File: config.mk
export PLATFORM = sky130hd
export DESIGN_NAME = sorted_key_table_unit
export DESIGN_NICKNAME = d
export VERILOG_FILES = /design/src/rtl/sktu_pkg.sv /design/src/rtl/sktu_cell.sv /design/src/rtl/sorted_key_table_unit.sv
export SDC_FILE = /design/constraint.sdc
export NUM_CORES = 2
export LEC_CHECK = 0
export ABC_AREA = 1
export BUFFER_PORTS_ARGS = -buffer_cell sky130_fd_sc_hd__buf_2
export CAP_MARGIN = 20
export CORE_UTILIZATION = 60
export CTS_BUF_LIST = sky130_fd_sc_hd__clkbuf_16
export CTS_CLUSTER_DIAMETER = 30
export DETAILED_ROUTE_END_ITERATION = 7
export GPL_ROUTABILITY_DRIVEN = 0
export GPL_TIMING_DRIVEN = 0
export PLACE_DENSITY_LB_ADDON = 0.2
export SLEW_MARGIN = 10
export SYNTH_ARGS = -nofsm -noshare
export SYNTH_HDL_FRONTEND = slang
export SYNTH_HIERARCHICAL = 1
export SYNTH_SLANG_ARGS = --single-unit
File: constraint.sdc
create_clock -name clk -period 4.6 [get_ports clk]
set_input_delay 0.23 -clock clk [delete_from_list [all_inputs] [get_ports clk]]
set_output_delay 0.23 -clock clk [all_outputs]
set_load 0.02 [all_outputs]
File: src/rtl/sktu_pkg.sv
// Shared types and codes for the sorted key table unit.
package sktu_pkg;

  localparam int KEY_W = 32;
  localparam int CMD_W = 2;
  localparam int STATUS_W = 2;
  localparam int POS_W = 4;
  localparam int COUNT_W = 5;
  localparam int CAPACITY_DEFAULT = 16;

  localparam logic [CMD_W-1:0] CMD_INSERT = 2'd0;
  localparam logic [CMD_W-1:0] CMD_DELETE = 2'd1;
  localparam logic [CMD_W-1:0] CMD_SEARCH = 2'd2;
  localparam logic [CMD_W-1:0] CMD_CLEAR  = 2'd3;

  localparam logic [STATUS_W-1:0] STATUS_DONE    = 2'd0;
  localparam logic [STATUS_W-1:0] STATUS_FULL    = 2'd1;
  localparam logic [STATUS_W-1:0] STATUS_MISSING = 2'd2;

  // Broadcast from the controller to every cell.
  typedef struct packed {
    logic cmp;  // capture compare flags against the command key
    logic ins;  // open a slot at the boundary and shift right
    logic del;  // close the slot at the boundary and shift left
  } sktu_cell_ctl_t;

endpackage

File: src/rtl/sktu_cell.sv
// One slot of the sorted key chain: holds a key and its compare flags.
module sktu_cell (
  input  logic                         clk,
  input  logic                         rst,
  input  sktu_pkg::sktu_cell_ctl_t     ctl,
  input  logic                         valid,
  input  logic signed [sktu_pkg::KEY_W-1:0] new_key,
  input  logic signed [sktu_pkg::KEY_W-1:0] left_key,
  input  logic signed [sktu_pkg::KEY_W-1:0] right_key,
  input  logic                         left_lt,
  output logic signed [sktu_pkg::KEY_W-1:0] key,
  output logic                         lt,
  output logic                         eq,
  output logic                         bnd
);
  import sktu_pkg::*;

  // First slot not below the command key.
  assign bnd = left_lt & ~lt;

  always_ff @(posedge clk) begin
    if (rst) begin
      lt <= 1'b0;
      eq <= 1'b0;
    end else if (ctl.cmp) begin
      lt <= valid && (key < new_key);
      eq <= valid && (key == new_key);
    end
  end

  always_ff @(posedge clk) begin
    if (ctl.ins && !lt) begin
      key <= bnd ? new_key : left_key;
    end else if (ctl.del && !lt) begin
      key <= right_key;
    end
  end

endmodule

File: src/rtl/sorted_key_table_unit.sv
// Top level of the sorted key table unit: command port, cell chain and result register.
//
// Keeps up to CAPACITY signed keys in ascending order in a chain of cells.
// Command channel (s_axis_*): one word per command, tuser carries the
// operation (insert, delete, search, clear) and tdata the signed key.
// Result channel (m_axis_*): one word per command with status, position and
// the entry count after the command.
// Each command passes through the accept edge, a compare edge at which
// every cell registers key < new and key == new in parallel, and an update
// edge at which the cells shift left or right around the boundary slot and
// the result register loads. A new command is taken only after the update
// step of the last one, set by the compare/update sequence through the
// shared chain; s_axis_tready is high whenever the sequencer is idle,
// even while a result still waits on the result port.
// If the receiver stalls, the sequencer holds in its update step until the
// result register frees, so nothing is lost or repeated.
// Reset empties the table (count to zero) and drops any pending result;
// stored keys are not cleared, since slots at or above the count are never
// read.
module sorted_key_table_unit #(
  parameter int CAPACITY = sktu_pkg::CAPACITY_DEFAULT
) (
  input  logic        clk,
  input  logic        rst,
  input  logic        s_axis_tvalid,
  output logic        s_axis_tready,
  input  logic [31:0] s_axis_tdata,   // [31:0] key
  input  logic [1:0]  s_axis_tuser,   // [1:0] cmd
  output logic        m_axis_tvalid,
  input  logic        m_axis_tready,
  output logic [15:0] m_axis_tdata    // [1:0] status, [5:2] position,
                                      // [10:6] entry_count, [15:11] zero
);
  import sktu_pkg::*;

  localparam int IW = (CAPACITY > 1) ? $clog2(CAPACITY) : 1;
  localparam int CW = $clog2(CAPACITY + 1);

  localparam logic [1:0] ST_IDLE = 2'd0;
  localparam logic [1:0] ST_CMP  = 2'd1;
  localparam logic [1:0] ST_UPD  = 2'd2;

  logic [1:0]              state;
  logic [1:0]              state_next;
  logic [CMD_W-1:0]        cmd_r;
  logic signed [KEY_W-1:0] key_r;
  logic [CW-1:0]           count;
  logic [CW-1:0]           count_next;

  logic                    out_valid;
  logic [STATUS_W-1:0]     out_status;
  logic [POS_W-1:0]        out_pos;
  logic [COUNT_W-1:0]      out_count;

  sktu_cell_ctl_t          ctl;
  logic signed [KEY_W-1:0] cell_key [CAPACITY];
  logic [CAPACITY-1:0]     cell_lt;
  logic [CAPACITY-1:0]     cell_eq;
  logic [CAPACITY-1:0]     cell_bnd;
  logic [CAPACITY-1:0]     cell_valid;

  logic                    in_fire;
  logic                    upd_go;
  logic                    full;
  logic                    found;
  logic [IW-1:0]           bnd_pos;
  logic [STATUS_W-1:0]     status_next;
  logic [IW-1:0]           pos_next;
  logic [IW+POS_W-1:0]     pos_wide;
  logic [CW+COUNT_W-1:0]   count_wide;

  assign s_axis_tready = (state == ST_IDLE);
  assign in_fire       = s_axis_tvalid && s_axis_tready;
  // Update only once the result register can take the new word.
  assign upd_go        = (state == ST_UPD) && (!out_valid || m_axis_tready);
  assign full          = (count == CW'(CAPACITY));

  // Cell chain: each cell sees its neighbours' keys and the left compare flag.
  genvar g;
  generate
    for (g = 0; g < CAPACITY; g++) begin : g_cell
      assign cell_valid[g] = (count > CW'(g));
      sktu_cell u_cell (
        .clk       (clk),
        .rst       (rst),
        .ctl       (ctl),
        .valid     (cell_valid[g]),
        .new_key   (key_r),
        .left_key  ((g == 0) ? key_r : cell_key[(g == 0) ? 0 : g-1]),
        .right_key ((g == CAPACITY-1) ? cell_key[g] : cell_key[(g == CAPACITY-1) ? g : g+1]),
        .left_lt   ((g == 0) ? 1'b1 : cell_lt[(g == 0) ? 0 : g-1]),
        .key       (cell_key[g]),
        .lt        (cell_lt[g]),
        .eq        (cell_eq[g]),
        .bnd       (cell_bnd[g])
      );
    end
  endgenerate

  // Boundary index and hit: there is at most one boundary slot, so OR the slot numbers.
  always_comb begin
    bnd_pos = '0;
    for (int i = 0; i < CAPACITY; i++) begin
      bnd_pos = bnd_pos | (cell_bnd[i] ? IW'(i) : '0);
    end
    found = |(cell_bnd & cell_eq);
  end

  // Decide the outcome and drive the chain.
  always_comb begin
    ctl         = '0;
    ctl.cmp     = (state == ST_CMP);
    status_next = STATUS_DONE;
    pos_next    = '0;
    count_next  = count;
    case (cmd_r)
      CMD_INSERT: begin
        if (full) begin
          status_next = STATUS_FULL;
        end else begin
          pos_next   = bnd_pos;
          count_next = count + CW'(1);
          ctl.ins    = upd_go;
        end
      end
      CMD_DELETE: begin
        if (found) begin
          pos_next   = bnd_pos;
          count_next = count - CW'(1);
          ctl.del    = upd_go;
        end else begin
          status_next = STATUS_MISSING;
        end
      end
      CMD_SEARCH: begin
        if (found) begin
          pos_next = bnd_pos;
        end else begin
          status_next = STATUS_MISSING;
        end
      end
      CMD_CLEAR: begin
        count_next = '0;
      end
      default: begin
        status_next = STATUS_DONE;
      end
    endcase
  end

  // Report position and count modulo the field widths.
  assign pos_wide   = {{POS_W{1'b0}}, pos_next};
  assign count_wide = {{COUNT_W{1'b0}}, count_next};

  always_comb begin
    state_next = state;
    case (state)
      ST_IDLE: begin
        if (in_fire) begin
          state_next = ST_CMP;
        end
      end
      ST_CMP: begin
        state_next = ST_UPD;
      end
      ST_UPD: begin
        if (upd_go) begin
          state_next = ST_IDLE;
        end
      end
      default: begin
        state_next = ST_IDLE;
      end
    endcase
  end

  always_ff @(posedge clk) begin
    if (rst) begin
      state     <= ST_IDLE;
      count     <= '0;
      out_valid <= 1'b0;
    end else begin
      state <= state_next;
      if (upd_go) begin
        count     <= count_next;
        out_valid <= 1'b1;
      end else if (m_axis_tready) begin
        out_valid <= 1'b0;
      end
    end
  end

  // Hold the command word for the compare and update steps.
  always_ff @(posedge clk) begin
    if (in_fire) begin
      cmd_r <= s_axis_tuser;
      key_r <= s_axis_tdata;
    end
  end

  always_ff @(posedge clk) begin
    if (upd_go) begin
      out_status <= status_next;
      out_pos    <= pos_wide[POS_W-1:0];
      out_count  <= count_wide[COUNT_W-1:0];
    end
  end

  assign m_axis_tvalid = out_valid;
  assign m_axis_tdata  = {5'b0, out_count, out_pos, out_status};

  // The table never holds more keys than it has cells.
  a_count_bound: assert property (@(posedge clk) disable iff (rst)
    count <= CW'(CAPACITY))
    else $error("entry count beyond capacity");

  // The compare flags form a thermometer, so at most one boundary slot.
  a_one_boundary: assert property (@(posedge clk) disable iff (rst)
    (state == ST_UPD) |-> $onehot0(cell_bnd))
    else $error("more than one boundary slot");

  // An accepted command always goes to the compare step next.
  a_accept_to_cmp: assert property (@(posedge clk) disable iff (rst)
    in_fire |=> (state == ST_CMP))
    else $error("accepted command skipped the compare step");

  // A fresh result only appears after an update step.
  a_result_after_upd: assert property (@(posedge clk) disable iff (rst)
    $rose(m_axis_tvalid) |-> $past(state == ST_UPD))
    else $error("result without an update step");

endmodule

==> metrics.txt <==
Syn Inst Count 5587; Sink Count between 500 and 600; Net Sw Power 0.00474 W; worst reg2reg endpoint g_cell[8].u_cell/key[1]; failing checks DRC; Hold Vio Cnt, Final 0; Distinct cells, synth 36; Yosys top cell by area edfxtp_1; Max Slew Vio Count 0; worst r2r src g_cell[1].u_cell/lt; die width around 270 um; Crit Path Max Fanout 17; CP cell instances clkbuf_1 > nor2_2 > buf_2 > nand2_1 > nand2_1 > nor2_2 > nand2_2 > nor2_8 > nor3_2 > buf_6 > buf_4 > nor2_1 > nor2_4 > buf_16; Top delay family on crit path simple AND/OR/NAND/NOR gates; top layer in use met4; most frequent cells in the layout 1120 x o21ai_0, 733 x inv_1, 650 x nor2_1; I/O pin cnt 56; final setup fails 0; Mapped Area 0.0446 mm2; drt total wl 148000 um; Reg power frac 0.333; worst-case reg-to-reg path depth 14; drt drc 1; Pleak approximately 23 nW; CTS HTree Levels 4; ys async rst share 0; Slew @ Worst Pin 996 ps; Hold WC Path Type primary input to flip-flop; antenna cells 0; Sequential Area ~0.018 mm2; Synthesis Warnings 6; Final Cell Area 0.0529 mm2; Avg WL per Cell 21.2 um; WP buf/inv 5; fmax roughly 270 MHz; filler cell count 5430; grt total ovfl 0; unrepaired setup endpoints after global routing no; drt first pass iters 8; Worst VDD drop about 0.34 mV; Worst EP required about 5000 ps; Total Routing Usage GR 0.390; critical path's slowest cell nor2_4; Clock power frac 0.578; Reg clk slew, reported paths 50 ps; metal3 WL 21800 um; crit path DAT 4180 ps; Detailed Route Iter0 Violations 5697; vias in the first global route 42300; area of the multi-input gates around 0.023 mm2; wire length on met1 59200 um; Routed Antenna Nets 0; sw frac 0.258; Top FF cell, synth edfxtp_1; PwrDens 347 mW/mm2; status finished, violations left; Crit. End Element flip-flop; CTS buffer count 144; floorplan row count slightly below 100; area delta synth->final 18.6%; HPWL Detailed 108000 um; layout cell share with drive strength beyond 1 0.111; flops & latches, synth 597; Seq/Total Area, Yosys 0.393; critical setup path kind flip-flop to flip-flop; Buffers on Ports 50; area share of the largest cell type after synthesis 0.375; internal power ~0.014 W; Mapped Avg Cell Area 7.98 um2; Final Net Count 6445; first-pass GRT wire length 230000 um; relative slew slack 0.332; CP startpoint g_cell[1].u_cell/lt; CTS tree built; max_cap viols 0; most area-consuming cells after synthesis edfxtp_1 38%, ha_1 15%, o21ai_0 13%; Util after Layout 0.723; Critical path destination g_cell[8].u_cell/key[1]; Starting Density 0.609; CTS root buffer clkbuf_16; R2R Setup Slk ~850 ps; Core Region approximately 0.073 mm2; crit start category flip-flop; commonest non-fill, non-tap cell in the layout o21ai_0; final period utilization 0.815; DP Area approximately 0.047 mm2; DR vias approximately 44000; largest net degree at the start of global routing 38; via/cell ratio 6.29; EDFF count, synth 557; CP peak stage delay 500 ps; postcts setup bufs 0; clk_skew ~39 ps; clock latency on the worst-skew pair 750 ps; Comb power frac 0.089; CTS Buffer Depth 3; die footprint 0.0754 mm2; stages on the worst setup path 14; met2 WL post-DR 62400 um; Die Y 275 um; antenna violations before repair 0; Final min period approximately 3800 ps
-- worst reg2reg max path: cells and delay by family (launching register included) --
kind                   cells  cell delay (ps)
and+or+nand+nor            9             1730
DFF                        1              320
buffers and inverters      5             1390
-- synth_stat cells, types with 2 or more instances --
library cell,instances
a21o_1,31
a21oi_1,253
a21oi_2,17
a31oi_1,4
buf_2,99
buf_4,6
clkbuf_1,160
clkinv_1,18
conb_1,2
dfxtp_1,40
edfxtp_1,557
ha_1,522
inv_1,720
inv_2,15
nand2_1,599
nand2_2,49
nand3_1,26
nand3_2,33
nand4_1,50
nor2_1,667
nor2_2,38
nor2_4,3
nor3_1,22
nor4_1,4
nor4_4,15
o21a_1,17
o21a_2,15
o21ai_0,1120
o21ai_1,477
xor2_1,2
-- power groups by stage --
| stage | combinational [W] | clock [W] | sequential, W |
|---|---|---|---|
| after floorplan | 0.000937 | 0 | 0.00620 |
| after global placement | 0.00121 | 0 | 0.00634 |
| after detailed placement | 0.00151 | 0 | 0.00621 |
| after CTS | 0.00156 | 0.0106 | 0.00611 |
| after global routing | 0.00181 | 0.0109 | 0.00611 |
| final | 0.00163 | 0.0106 | 0.00611 |
-- through the flow --
step | setup TNS [ps] | hold WS, ps | total power [W] | setup WS (ps) | cells
CTS | 0 | 166 | 0.0182 | 993 | 6962
global placement | -1945540 | 408 | 0.00755 | -2590 | 6600
detailed placement | 0 | 408 | 0.00771 | 1030 | 6658
global route | 0 | 200 | 0.0188 | 781 | 6966
floorplan | 0 | 292 | 0.00714 | 596 | 5591
finish | 0 | 185 | 0.0183 | 850 | 6966
-- cell type report --
cell class	count	share of cell area
inverters	753	0.0534
multi-input cells	3976	0.440
clock buffers	144	0.0681
clock inverters	124	0.0271
well taps	959	0.0227
flip-flops and latches	597	0.331
plain buffers	265	0.0216
repair buffers	148	0.0361
-- registers in the layout, indices dropped and copies added, names as in the netlist --
signal / cells
cmd_r: 2
state: 2
out_count: 5
out_status: 2
count: 5
out_pos: 4
g_cell.u_cell/lt: 16
m_axis_tvalid: 1
g_cell.u_cell/eq: 16
g_cell.u_cell/key: 512
key_r: 32
-- layer usage --
metal  track usage  vias to the layer above
met5             0                        -
met4         0.130                        0
met3         0.122                      377
met2         0.573                     3049
met1         0.543                    20600
li1              -                    19800
-- kinds of logic after synthesis --
kind of cell / synth area share
other: 0.000168
AND/OR/NAND/NOR: 0.148
AO/OA/AOI/OAI: 0.223
flip-flops: 0.393
XOR/XNOR: 0.000589
adder cells (fa/ha/maj): 0.146
buffers and inverters: 0.0890
-- how the worst min path moves through the flow --
stage / start / endpoint / slack [ps] / cells after the start
2_1_floorplan: rst / g_cell[0].u_cell/lt / 290 / 1
3_3_place_gp: s_axis_tdata[0] / key_r[0] / 410 / 1
3_5_place_dp: s_axis_tdata[10] / key_r[10] / 410 / 1
4_1_cts: s_axis_tdata[27] / key_r[27] / 170 / 2
5_1_grt: s_axis_tdata[16] / key_r[16] / 200 / 2
6_report: s_axis_tuser[0] / cmd_r[0] / 180 / 2
-- repair_timing --
| action | 4_1_cts | 5_1_grt |
|---|---|---|
| hold buffers | 36 | 1 |
| endpoints found under the hold margin | 47 | 4 |
| resized for setup | 0 | 0 |
Note: power is estimated with default switching activity, not from simulation.
